$ cat config.mk
export PLATFORM = sky130hd
export DESIGN_NAME = alu_execute_unit_core_flat
export DESIGN_NICKNAME = d
export VERILOG_FILES = /design/src/aeu_pkg.sv /design/src/aeu_if.sv /design/src/aeu_op_unit.sv /design/src/aeu_div_stage.sv /design/src/alu_execute_unit_core.sv /design/src/flat_wrapper.sv
export VERILOG_INCLUDE_DIRS = /design/src /design/src/src
export SDC_FILE = /design/constraint.sdc
export NUM_CORES = 2
export LEC_CHECK = 0
export ABC_AREA = 1
export ABC_CLOCK_PERIOD_IN_PS = 42800
export BUFFER_PORTS_ARGS = -buffer_cell sky130_fd_sc_hd__buf_2
export CORE_UTILIZATION = 55
export DETAILED_ROUTE_END_ITERATION = 10
export PLACE_DENSITY_LB_ADDON = 0.3
export SLEW_MARGIN = 5
export SYNTH_ARGS = -nofsm -noshare
export SYNTH_HDL_FRONTEND = slang
export SYNTH_SLANG_ARGS = --single-unit
$ cat constraint.sdc
create_clock -name clk -period 42.8 [get_ports clk]
set_clock_uncertainty 0.05 [all_clocks]
set_input_delay 6.42 -clock clk [delete_from_list [all_inputs] [get_ports clk]]
set_output_delay 6.42 -clock clk [all_outputs]
set_load 0.05 [all_outputs]
$ cat src/alu_execute_unit_core_assert.svh
// ----------------------------------------------------------------------------
// ALU execute unit assertion macros
// Concurrent assertion wrappers; empty when SYNTHESIS is defined.
// ----------------------------------------------------------------------------
`ifndef ALU_EXECUTE_UNIT_CORE_ASSERT_SVH
`define ALU_EXECUTE_UNIT_CORE_ASSERT_SVH

`ifndef SYNTHESIS
`define AEU_ASSERT(label, clk, rst_n, prop) \
	label: assert property (@(posedge clk) disable iff (!rst_n) prop) \
		else $error("aeu assertion failed");
`define AEU_NEVER(label, clk, rst_n, cond) \
	`AEU_ASSERT(label, clk, rst_n, !(cond))
`else
`define AEU_ASSERT(label, clk, rst_n, prop)
`define AEU_NEVER(label, clk, rst_n, cond)
`endif

`endif

$ cat src/aeu_pkg.sv
`timescale 1ns / 1ps
// ----------------------------------------------------------------------------
// ALU execute unit package
// Operation codes, pipeline payload types and divider sizing.
// ----------------------------------------------------------------------------
package aeu_pkg;

	localparam int DATA_W     = 16;
	localparam int DIV_BITS   = 16;
	localparam int DIV_STAGES = 4;
	localparam int DIV_STEPS  = DIV_BITS / DIV_STAGES;

	typedef enum logic [3:0] {
		OP_SET  = 4'd0,
		OP_ADD  = 4'd1,
		OP_SUB  = 4'd2,
		OP_MUL  = 4'd3,
		OP_DIV  = 4'd4,
		OP_MOD  = 4'd5,
		OP_AND  = 4'd6,
		OP_OR   = 4'd7,
		OP_XOR  = 4'd8,
		OP_SHF  = 4'd9,
		OP_ROT  = 4'd10,
		OP_NEG  = 4'd11,
		OP_CMP  = 4'd12,
		OP_BSET = 4'd13,
		OP_BCLR = 4'd14,
		OP_BFLP = 4'd15
	} op_t;

	// Result of every operation except a real divide/modulo.
	typedef struct packed {
		logic [15:0] r;      // value for the destination
		logic [15:0] fv;     // value the flags are taken from
		logic        wr;
		logic        c;
		logic        cw;
		logic        fw;
		logic        is_div; // final value comes from the divider
	} front_res_t;

	// Restoring divider working set.
	typedef struct packed {
		logic [16:0] rem;
		logic [15:0] qd;     // dividend bits in, quotient bits out
		logic [16:0] dvs;
		logic        neg_q;
		logic        neg_r;
		logic        is_mod;
	} div_t;

endpackage

$ cat src/aeu_if.sv
`timescale 1ns / 1ps
// ----------------------------------------------------------------------------
// ALU execute unit channels
// Valid/ready request and response channels with their payload.
// ----------------------------------------------------------------------------
interface aeu_in_if;
	logic               valid;
	logic               ready;
	logic [3:0]         mode;
	logic signed [15:0] first_operand;
	logic signed [15:0] second_register;
	logic signed [15:0] immediate;

	modport source(output valid, mode, first_operand, second_register, immediate,
		input ready);
	modport sink(input valid, mode, first_operand, second_register, immediate,
		output ready);
endinterface

interface aeu_out_if;
	logic               valid;
	logic               ready;
	logic signed [15:0] result_value;
	logic               write_result;
	logic               carry_flag;
	logic               carry_written;
	logic               equals_flag;
	logic               less_flag;
	logic               greater_flag;
	logic               flags_written;

	modport source(output valid, result_value, write_result, carry_flag, carry_written,
		equals_flag, less_flag, greater_flag, flags_written, input ready);
	modport sink(input valid, result_value, write_result, carry_flag, carry_written,
		equals_flag, less_flag, greater_flag, flags_written, output ready);
endinterface

$ cat src/aeu_op_unit.sv
`timescale 1ns / 1ps
// ----------------------------------------------------------------------------
// ALU execute unit operation stage
// Computes all non-divide results and sets up the divider operands.
// ----------------------------------------------------------------------------
module aeu_op_unit (
	input  logic [3:0]         mode,
	input  logic signed [15:0] a,
	input  logic signed [16:0] s,
	output aeu_pkg::front_res_t res,
	output aeu_pkg::div_t      div
);

	logic [17:0] sum18;
	logic [17:0] diff18;
	logic [17:0] neg18;
	logic signed [32:0] prod;
	logic [15:0] n16;
	logic [15:0] mag16;
	logic [4:0]  sh5;
	logic        sh_big;
	logic [16:0] lw;
	logic [16:0] rw;
	logic [16:0] smag;
	logic [3:0]  rk;
	logic [3:0]  rkr;
	logic [31:0] rdd;
	logic [15:0] rot;
	logic        bidx_ok;
	logic [15:0] bmask;
	logic [15:0] amag;

	always_comb begin
		sum18  = {{2{a[15]}}, a} + {s[16], s};
		diff18 = {{2{a[15]}}, a} - {s[16], s};
		neg18  = 18'd0 - {{2{a[15]}}, a};
		prod   = a * s;

		// shift amount: low half of the operand as signed
		n16    = s[15:0];
		mag16  = n16[15] ? (16'd0 - n16) : n16;
		sh_big = (mag16 > 16'd16);
		sh5    = mag16[4:0];
		lw     = {1'b0, a} << sh5;
		rw     = {a, 1'b0} >> sh5;

		// rotate amount: remainder of the full operand, sign kept
		smag = s[16] ? (17'd0 - s) : s;
		rk   = smag[3:0];
		rkr  = s[16] ? 4'(5'd16 - {1'b0, rk}) : rk;
		rdd  = {a, a} >> rkr;
		rot  = rdd[15:0];

		bidx_ok = (s[15:4] == 12'd0);
		bmask   = 16'd1 << s[3:0];

		amag = a[15] ? (16'd0 - a) : a;

		res        = '0;
		res.r      = a;
		res.wr     = 1'b1;
		div        = '0;
		div.qd     = amag;
		div.dvs    = smag;
		div.neg_q  = a[15] ^ s[16];
		div.neg_r  = a[15];
		div.is_mod = (aeu_pkg::op_t'(mode) == aeu_pkg::OP_MOD);

		unique case (aeu_pkg::op_t'(mode))
			aeu_pkg::OP_SET: begin
				res.r = s[15:0];
			end
			aeu_pkg::OP_ADD: begin
				res.r  = sum18[15:0];
				res.c  = sum18[16];
				res.cw = 1'b1;
				res.fw = 1'b1;
			end
			aeu_pkg::OP_SUB: begin
				res.r  = diff18[15:0];
				res.c  = diff18[16];
				res.cw = 1'b1;
				res.fw = 1'b1;
			end
			aeu_pkg::OP_MUL: begin
				res.r  = prod[15:0];
				res.c  = prod[16];
				res.cw = 1'b1;
				res.fw = 1'b1;
			end
			aeu_pkg::OP_DIV, aeu_pkg::OP_MOD: begin
				if (s == 17'sd0) begin
					res.wr = 1'b0;
				end else begin
					res.is_div = 1'b1;
					res.fw     = 1'b1;
				end
			end
			aeu_pkg::OP_AND: begin
				res.r  = a & s[15:0];
				res.fw = 1'b1;
			end
			aeu_pkg::OP_OR: begin
				res.r  = a | s[15:0];
				res.fw = 1'b1;
			end
			aeu_pkg::OP_XOR: begin
				res.r  = a ^ s[15:0];
				res.fw = 1'b1;
			end
			aeu_pkg::OP_SHF: begin
				res.fw = 1'b1;
				if (mag16 != 16'd0) begin
					res.cw = 1'b1;
					if (sh_big) begin
						res.r = 16'd0;
					end else if (n16[15]) begin
						res.r = lw[15:0];
						res.c = lw[16];
					end else begin
						res.r = rw[16:1];
						res.c = rw[0];
					end
				end
			end
			aeu_pkg::OP_ROT: begin
				res.fw = 1'b1;
				if (rk != 4'd0) begin
					res.r  = rot;
					res.cw = 1'b1;
					res.c  = s[16] ? rot[0] : rot[15];
				end
			end
			aeu_pkg::OP_NEG: begin
				res.r  = neg18[15:0];
				res.c  = neg18[16];
				res.cw = 1'b1;
				res.fw = 1'b1;
			end
			aeu_pkg::OP_CMP: begin
				res.wr = 1'b0;
				res.c  = diff18[16];
				res.cw = 1'b1;
				res.fw = 1'b1;
			end
			aeu_pkg::OP_BSET, aeu_pkg::OP_BCLR, aeu_pkg::OP_BFLP: begin
				if (!bidx_ok) begin
					res.wr = 1'b0;
				end else begin
					res.fw = 1'b1;
					if (aeu_pkg::op_t'(mode) == aeu_pkg::OP_BSET) begin
						res.r = a | bmask;
					end else if (aeu_pkg::op_t'(mode) == aeu_pkg::OP_BCLR) begin
						res.r = a & ~bmask;
					end else begin
						res.r = a ^ bmask;
					end
				end
			end
		endcase

		// compare takes its flags from the difference, all else from the result
		res.fv = (aeu_pkg::op_t'(mode) == aeu_pkg::OP_CMP) ? diff18[15:0] : res.r;
	end

endmodule

$ cat src/aeu_div_stage.sv
`timescale 1ns / 1ps
// ----------------------------------------------------------------------------
// ALU execute unit divider stage
// One register stage of the restoring divider: DIV_STEPS quotient bits.
// ----------------------------------------------------------------------------
module aeu_div_stage (
	input  logic                clk,
	input  logic                arst_n,
	input  logic                en,
	input  logic                valid_in,
	input  aeu_pkg::front_res_t res_in,
	input  aeu_pkg::div_t       div_in,
	output logic                valid_out,
	output aeu_pkg::front_res_t res_out,
	output aeu_pkg::div_t       div_out
);

	aeu_pkg::div_t nxt;
	logic [17:0]   trial;
	logic [17:0]   shifted;

	always_comb begin
		nxt = div_in;
		for (int i = 0; i < aeu_pkg::DIV_STEPS; i++) begin
			shifted = {nxt.rem, nxt.qd[15]};
			trial   = shifted - {1'b0, nxt.dvs};
			if (!trial[17]) begin
				nxt.rem = trial[16:0];
				nxt.qd  = {nxt.qd[14:0], 1'b1};
			end else begin
				nxt.rem = shifted[16:0];
				nxt.qd  = {nxt.qd[14:0], 1'b0};
			end
		end
	end

	always_ff @(posedge clk or negedge arst_n) begin
		if (!arst_n) begin
			valid_out <= 1'b0;
		end else if (en) begin
			valid_out <= valid_in;
		end
	end

	always_ff @(posedge clk) begin
		if (en) begin
			res_out <= res_in;
			div_out <= nxt;
		end
	end

endmodule

$ cat src/alu_execute_unit_core.sv
`timescale 1ns / 1ps
// ----------------------------------------------------------------------------
// ALU execute unit
// 16-bit ALU: arithmetic, logic, shift/rotate, divide, compare and bit ops.
// ----------------------------------------------------------------------------
// A word is accepted on every clock while the response side takes its words;
// each result is presented on the response side once it has passed seven
// register stages. The depth is set by the divider: 16 restoring steps spread
// over 4 register stages of 4 steps each, behind an operand stage and an
// operation stage, and followed by the output register. Every operation passes
// through the same stages, so results leave in request order. When the output
// word is held, the whole pipe freezes and req.ready drops in the same cycle.
// No reset sweep.
// ----------------------------------------------------------------------------
`include "alu_execute_unit_core_assert.svh"

module alu_execute_unit_core (
	input  logic             clk,
	input  logic             arst_n,
	aeu_in_if.sink           req,
	aeu_out_if.source        rsp
);

	// global advance: output register empty or being taken
	logic en;

	// s1: operands, second operand widened to its full 17-bit sum
	logic               valid_s1;
	logic [3:0]         mode_s1;
	logic signed [15:0] a_s1;
	logic signed [16:0] s_s1;

	// s2: operation results and divider setup
	aeu_pkg::front_res_t op_res;
	aeu_pkg::div_t       op_div;

	logic                valid_dv [aeu_pkg::DIV_STAGES+1];
	aeu_pkg::front_res_t res_dv   [aeu_pkg::DIV_STAGES+1];
	aeu_pkg::div_t       div_dv   [aeu_pkg::DIV_STAGES+1];

	// final selection feeding the output register
	aeu_pkg::front_res_t fin_res;
	aeu_pkg::div_t       fin_div;
	logic [15:0]         qv;
	logic [15:0]         rv;
	logic [15:0]         r_sel;
	logic [15:0]         fv_sel;
	logic                wr_sel;
	logic                fw_sel;

	// output register
	logic               valid_s7;
	logic signed [15:0] r_s7;
	logic               wr_s7;
	logic               c_s7;
	logic               cw_s7;
	logic               eq_s7;
	logic               lt_s7;
	logic               gt_s7;
	logic               fw_s7;

	assign en        = !valid_s7 || rsp.ready;
	assign req.ready = en;

	// ---- stage 1: operand capture ----
	always_ff @(posedge clk or negedge arst_n) begin
		if (!arst_n) begin
			valid_s1 <= 1'b0;
		end else if (en) begin
			valid_s1 <= req.valid;
		end
	end

	always_ff @(posedge clk) begin
		if (en) begin
			mode_s1 <= req.mode;
			a_s1    <= req.first_operand;
			s_s1    <= 17'(req.second_register) + 17'(req.immediate);
		end
	end

	// ---- stage 2: operation unit ----
	aeu_op_unit u_op (
		.mode (mode_s1),
		.a    (a_s1),
		.s    (s_s1),
		.res  (op_res),
		.div  (op_div)
	);

	always_ff @(posedge clk or negedge arst_n) begin
		if (!arst_n) begin
			valid_dv[0] <= 1'b0;
		end else if (en) begin
			valid_dv[0] <= valid_s1;
		end
	end

	always_ff @(posedge clk) begin
		if (en) begin
			res_dv[0] <= op_res;
			div_dv[0] <= op_div;
		end
	end

	// ---- stages 3..6: divider, other results ride along ----
	for (genvar g = 0; g < aeu_pkg::DIV_STAGES; g++) begin : g_div
		aeu_div_stage u_stage (
			.clk       (clk),
			.arst_n    (arst_n),
			.en        (en),
			.valid_in  (valid_dv[g]),
			.res_in    (res_dv[g]),
			.div_in    (div_dv[g]),
			.valid_out (valid_dv[g+1]),
			.res_out   (res_dv[g+1]),
			.div_out   (div_dv[g+1])
		);
	end

	// ---- stage 7: sign fixup, flag generation, output register ----
	always_comb begin
		fin_res = res_dv[aeu_pkg::DIV_STAGES];
		fin_div = div_dv[aeu_pkg::DIV_STAGES];
		// truncating division: quotient sign from both, remainder from dividend
		qv = fin_div.neg_q ? (16'd0 - fin_div.qd) : fin_div.qd;
		rv = fin_div.neg_r ? (16'd0 - fin_div.rem[15:0]) : fin_div.rem[15:0];
		if (fin_res.is_div) begin
			r_sel  = fin_div.is_mod ? rv : qv;
			fv_sel = r_sel;
			wr_sel = 1'b1;
			fw_sel = 1'b1;
		end else begin
			r_sel  = fin_res.r;
			fv_sel = fin_res.fv;
			wr_sel = fin_res.wr;
			fw_sel = fin_res.fw;
		end
	end

	always_ff @(posedge clk or negedge arst_n) begin
		if (!arst_n) begin
			valid_s7 <= 1'b0;
		end else if (en) begin
			valid_s7 <= valid_dv[aeu_pkg::DIV_STAGES];
		end
	end

	always_ff @(posedge clk) begin
		if (en) begin
			r_s7  <= r_sel;
			wr_s7 <= wr_sel;
			c_s7  <= fin_res.cw && fin_res.c && !fin_res.is_div;
			cw_s7 <= fin_res.cw && !fin_res.is_div;
			eq_s7 <= fw_sel && (fv_sel == 16'd0);
			lt_s7 <= fw_sel && fv_sel[15];
			gt_s7 <= fw_sel && (fv_sel != 16'd0) && !fv_sel[15];
			fw_s7 <= fw_sel;
		end
	end

	assign rsp.valid         = valid_s7;
	assign rsp.result_value  = r_s7;
	assign rsp.write_result  = wr_s7;
	assign rsp.carry_flag    = c_s7;
	assign rsp.carry_written = cw_s7;
	assign rsp.equals_flag   = eq_s7;
	assign rsp.less_flag     = lt_s7;
	assign rsp.greater_flag  = gt_s7;
	assign rsp.flags_written = fw_s7;

	// ---- assertions ----
	// sign flags are mutually exclusive
	`AEU_ASSERT(a_flags_onehot, clk, arst_n, rsp.valid |-> $onehot0({eq_s7, lt_s7, gt_s7}))
	// unwritten flags read as zero
	`AEU_NEVER(a_flags_clear, clk, arst_n, rsp.valid && !fw_s7 && (eq_s7 || lt_s7 || gt_s7))
	// unwritten carry reads as zero
	`AEU_NEVER(a_carry_clear, clk, arst_n, rsp.valid && !cw_s7 && c_s7)
	// a word leaving the last divider stage lands in the output register
	`AEU_ASSERT(a_drain, clk, arst_n, en && valid_dv[aeu_pkg::DIV_STAGES] |=> valid_s7)

endmodule
$ cat src/flat_wrapper.sv
// flat-port wrapper written by rule: the top's interface ports become plain ports
module alu_execute_unit_core_flat 
  (clk, arst_n, req_valid, req_mode, req_first_operand, req_second_register, req_immediate, req_ready, rsp_valid, rsp_result_value, rsp_write_result, rsp_carry_flag, rsp_carry_written, rsp_equals_flag, rsp_less_flag, rsp_greater_flag, rsp_flags_written, rsp_ready);
  aeu_in_if req_i ();
  aeu_out_if rsp_i ();
  input  logic clk;
  input  logic arst_n;
  input wire logic [$bits(req_i.valid)-1:0] req_valid;
  input wire logic [$bits(req_i.mode)-1:0] req_mode;
  input wire logic [$bits(req_i.first_operand)-1:0] req_first_operand;
  input wire logic [$bits(req_i.second_register)-1:0] req_second_register;
  input wire logic [$bits(req_i.immediate)-1:0] req_immediate;
  output wire logic [$bits(req_i.ready)-1:0] req_ready;
  output wire logic [$bits(rsp_i.valid)-1:0] rsp_valid;
  output wire logic [$bits(rsp_i.result_value)-1:0] rsp_result_value;
  output wire logic [$bits(rsp_i.write_result)-1:0] rsp_write_result;
  output wire logic [$bits(rsp_i.carry_flag)-1:0] rsp_carry_flag;
  output wire logic [$bits(rsp_i.carry_written)-1:0] rsp_carry_written;
  output wire logic [$bits(rsp_i.equals_flag)-1:0] rsp_equals_flag;
  output wire logic [$bits(rsp_i.less_flag)-1:0] rsp_less_flag;
  output wire logic [$bits(rsp_i.greater_flag)-1:0] rsp_greater_flag;
  output wire logic [$bits(rsp_i.flags_written)-1:0] rsp_flags_written;
  input wire logic [$bits(rsp_i.ready)-1:0] rsp_ready;
  assign req_i.valid = req_valid;
  assign req_i.mode = req_mode;
  assign req_i.first_operand = req_first_operand;
  assign req_i.second_register = req_second_register;
  assign req_i.immediate = req_immediate;
  assign req_ready = req_i.ready;
  assign rsp_valid = rsp_i.valid;
  assign rsp_result_value = rsp_i.result_value;
  assign rsp_write_result = rsp_i.write_result;
  assign rsp_carry_flag = rsp_i.carry_flag;
  assign rsp_carry_written = rsp_i.carry_written;
  assign rsp_equals_flag = rsp_i.equals_flag;
  assign rsp_less_flag = rsp_i.less_flag;
  assign rsp_greater_flag = rsp_i.greater_flag;
  assign rsp_flags_written = rsp_i.flags_written;
  assign rsp_i.ready = rsp_ready;
  alu_execute_unit_core u_core (.clk(clk), .arst_n(arst_n), .req(req_i), .rsp(rsp_i));
endmodule
==> flow_metrics.py <==
metrics = {
    "setup_path": {
        "slowest_delay_ns": 0.65,
        "cpMostUsedCell": "sky130_fd_sc_hd__buf_2",
        "worst-setup-path-type": "in2out",
        "cell_by_cell_trace_of_the_critical_path": "buf_2, inv_1, nand2_4, buf_2",
        "critPathBufInv": 3,
        "cp_max_fo": 73,
        "worst-endpoint-required_ns": 36.33,
        "crit_path_start_kind": "input port",
        "timing.critical_path.slowest_stage_cell": "sky130_fd_sc_hd__nand2_4",
        "timing.critical_path.arrival_ns": 7.66,
        "endpoint_kind": "primary output",
        "critPathTopFamily": "simple AND/OR/NAND/NOR gates",
    },
    "clock_tree": {
        "numCtsBuffers": 49,
        "clock_transition_at_the_registers_of_the_reported_paths_ns": 0.06,
        "cts-root-to-sink-buffers": 3,
        "cts-htree-levels": 2,
        "cts_sinks": 482,
        "cts_root_buffer": "sky130_fd_sc_hd__clkbuf_16",
        "cts_tree": "done",
        "clock_insertion_delay_worst_skew_ns": 0.63,
        "post-cts-setup-buffers": 0,
        "ctsHoldBuffers": 0,
        "cts_resized": 0,
    },
    "cells_and_area": {
        "fillCellCount": 7374,
        "sequential_cell_area_um2": 14400,
        "syn2layout_area_growth_pct": 6.50,
        "drive_above_1_share_pct": 6.49,
        "multi_input_area_um2": 27100,
        "number_of_nets_in_the_finished_design": 6432,
        "n_antenna_cell": 0,
    },
    "synthesis": {
        "synth_seq_cells": 482,
        "synthDistinctLibCells": 69,
        "synth-warning-count": 0,
        "ys.flop_type": "sky130_fd_sc_hd__edfxtp_1",
        "synth-edff-count": 475,
        "async_reset_ff_share_pct": 1.45,
        "syn_inst": 5821,
        "cell_types_occupying_the_most_area_after_synthesis": "sky130_fd_sc_hd__edfxtp_1 31%, sky130_fd_sc_hd__ha_1 12%, sky130_fd_sc_hd__nand2_1 12%, sky130_fd_sc_hd__inv_1 6.5%, sky130_fd_sc_hd__fa_1 4.9%",
        "yosys-top-cells-count": "1422 x sky130_fd_sc_hd__nand2_1, 781 x sky130_fd_sc_hd__inv_1, 475 x sky130_fd_sc_hd__edfxtp_1",
        "synth-seq-area-share_pct": 31.8,
        "post-synth-top-count-cell": "sky130_fd_sc_hd__nand2_1",
        "syn_avg_cell_area_um2": 7.80,
        "synth_top_cell_by_area": "sky130_fd_sc_hd__edfxtp_1",
        "netlist_area_before_placement_um2": 45400,
        "synth_top_cell_area_share_pct": 31.4,
    },
    "timing": {
        "pins_over_their_slew_limit": 0,
        "final_critical_path_setup_slack_ns": 28.67,
        "setup_viol_count_final": 0,
        "worst_pin_slew_ns": 1.00,
        "clock.fmax_mhz": 70.8,
        "setup_total_negative_slack_ns": 0,
        "rsz0062_at_grt": "false",
        "min_period_ns": 14.13,
        "hold_viol": 0,
        "worst_slew_margin_rel_pct": 33.3,
        "final.period_utilization_pct": 33.0,
    },
    "place": {
        "placement.setup.worst_slack_ns": 28.65,
        "io_buffers": 80,
        "gp_congestion": 1.01,
        "dp_hpwl_um": 105000,
    },
    "hold_path": {
        "hp-class": "reg2reg",
    },
    "grt": {
        "grt_antenna_before_repair": 5,
        "grt_start_max_net_pins": 195,
        "overflow": 0,
        "via_count_of_the_first_global_routing_pass": 36974,
        "groute.usage.overall_pct": 31.4,
        "wire_length_of_the_first_global_routing_pass_um": 203000,
    },
    "drt": {
        "drt_first_pass_iters": 6,
        "met1_length_um": 57200,
        "detail-route-antenna-nets": 0,
        "detailedRoute.firstIterationViolations": 3106,
        "via_per_inst": 5.71,
        "number_of_remaining_drc_errors": 0,
        "wl_per_cell_um": 19.2,
        "met2_wirelength_um": 61100,
        "top_layer_used": "met5",
        "route.final.wire_length_um": 133000,
        "detailroute.via_count": 39576,
        "met3RoutedLength_um": 9220,
    },
    "status": {
        "run_status": "finished, final reports clean",
    },
    "floorplanning": {
        "coreArea_um2": 81100,
        "boundaryPins": 81,
        "die_y_um": 289,
        "fp-row-count": 104,
        "start_util_pct": 56.0,
        "die_width_um": 289,
        "die_area_um2": 83700,
    },
    "job": {
        "drv.max_cap_violation_count": 0,
    },
}
==> final cells by class <==
class	count	area share [%]
multi-input cells	4375	56.0
flip-flops and latches	482	29.9
inverters	807	6.27
clock buffers	55	2.67
clock inverters	34	0.929
repair buffers	121	1.49
well taps	1060	2.74
==> worst paths after layout <==
check                                                         start                                   to  slack (ns)  cells after the start
worst max register to register  u_core.g_div[2].u_stage.div_out[16]  u_core.g_div[3].u_stage.div_out[37]       33.34                     42
worst min-delay path            u_core.g_div[0].u_stage.div_out[22]  u_core.g_div[1].u_stage.div_out[26]        0.34                      0
worst min register to register  u_core.g_div[0].u_stage.div_out[22]  u_core.g_div[1].u_stage.div_out[26]        0.34                      0
min in group asynchronous                                    arst_n                      u_core.valid_s1        5.57                      1
max in group asynchronous                                    arst_n    u_core.g_div[1].u_stage.valid_out       36.98                      1
worst max-delay path                                      rsp_ready                            req_ready       28.67                      4
==> sequential cells by signal (all words and copies together), names as in the netlist, 4 cells and up <==
signal / flops
u_core.a_s1: 16
u_core.div_dv: 36
u_core.g_div.u_stage.div_out: 194
u_core.g_div.u_stage.res_out: 148
u_core.g_div.u_stage.valid_out: 4
u_core.mode_s1: 4
u_core.res_dv: 37
u_core.rsp.result_value: 16
u_core.s_s1: 17
==> routing by layer <==
layer  up-vias  track usage [%]
met2      1298             51.7
met3       288             5.31
li1      19539                -
met1     18441             41.3
met5         -                0
met4        10             11.9
==> through the flow <==
| stage | util (%) | cells | area, µm² | hold slack (ns) |
|---|---|---|---|---|
| 3_5_place_dp | 57.5 | 6845 | 46600 | 0.355 |
| 3_3_place_gp | 57.5 | 6845 | 46600 | 0.350 |
| 6_report | 59.6 | 6934 | 48300 | 0.344 |
| 4_1_cts | 59.6 | 6934 | 48300 | 0.342 |
| 2_1_floorplan | - | 5827 | 45400 | 0.350 |
| 5_1_grt | 59.6 | 6934 | 48300 | 0.337 |
==> logic make-up (layout without fill, tap and decap cells) <==
family                   count (synthesis)  count (layout)  share of synthesized area [%]
AND/OR/NAND/NOR                       2417            2417                           23.3
AO/OA/AOI/OAI                         1118            1118                           13.9
buffers and inverters                  970            1017                           8.60
adder cells (fa/ha/maj)                540             540                           16.7
flip-flops                             482             482                           31.8
XOR/XNOR                               280             280                           5.40
multiplexers                            13              13                          0.290
other                                    1               7                        0.00826
==> placed cells by master (no fill, tap or decap), types with 12 or more instances in the layout <==
| cell | instances |
|---|---|
| sky130_fd_sc_hd__nor2_1 | 348 |
| sky130_fd_sc_hd__clkbuf_16 | 49 |
| sky130_fd_sc_hd__o31ai_1 | 20 |
| sky130_fd_sc_hd__o2111ai_1 | 13 |
| sky130_fd_sc_hd__mux2i_1 | 12 |
| sky130_fd_sc_hd__nand3b_1 | 18 |
| sky130_fd_sc_hd__buf_4 | 40 |
| sky130_fd_sc_hd__buf_2 | 80 |
| sky130_fd_sc_hd__nor3_1 | 68 |
| sky130_fd_sc_hd__inv_1 | 781 |
| sky130_fd_sc_hd__nor4_1 | 12 |
| sky130_fd_sc_hd__xor2_1 | 168 |
| sky130_fd_sc_hd__o21bai_1 | 24 |
| sky130_fd_sc_hd__ha_1 | 428 |
| sky130_fd_sc_hd__nand3_4 | 13 |
| sky130_fd_sc_hd__a31oi_1 | 25 |
| sky130_fd_sc_hd__fa_1 | 112 |
| sky130_fd_sc_hd__nand2_2 | 20 |
| sky130_fd_sc_hd__nand2_1 | 1421 |
| sky130_fd_sc_hd__edfxtp_1 | 475 |
| sky130_fd_sc_hd__nand3_1 | 378 |
| sky130_fd_sc_hd__o211ai_1 | 33 |
| sky130_fd_sc_hd__nand4_1 | 45 |
| sky130_fd_sc_hd__o21ai_2 | 29 |
| sky130_fd_sc_hd__nand2_4 | 19 |
| sky130_fd_sc_hd__inv_2 | 17 |
| sky130_fd_sc_hd__xnor2_1 | 112 |
| sky130_fd_sc_hd__a21oi_1 | 419 |
| sky130_fd_sc_hd__o21ai_0 | 360 |
| sky130_fd_sc_hd__nand3_2 | 30 |
| sky130_fd_sc_hd__o22ai_1 | 23 |
| sky130_fd_sc_hd__a21o_1 | 18 |
| sky130_fd_sc_hd__o21ai_1 | 84 |
| sky130_fd_sc_hd__or2_2 | 14 |
Power is not shown: default switching activity piles up to over one toggle a cycle in this logic, so the estimate is an artifact.
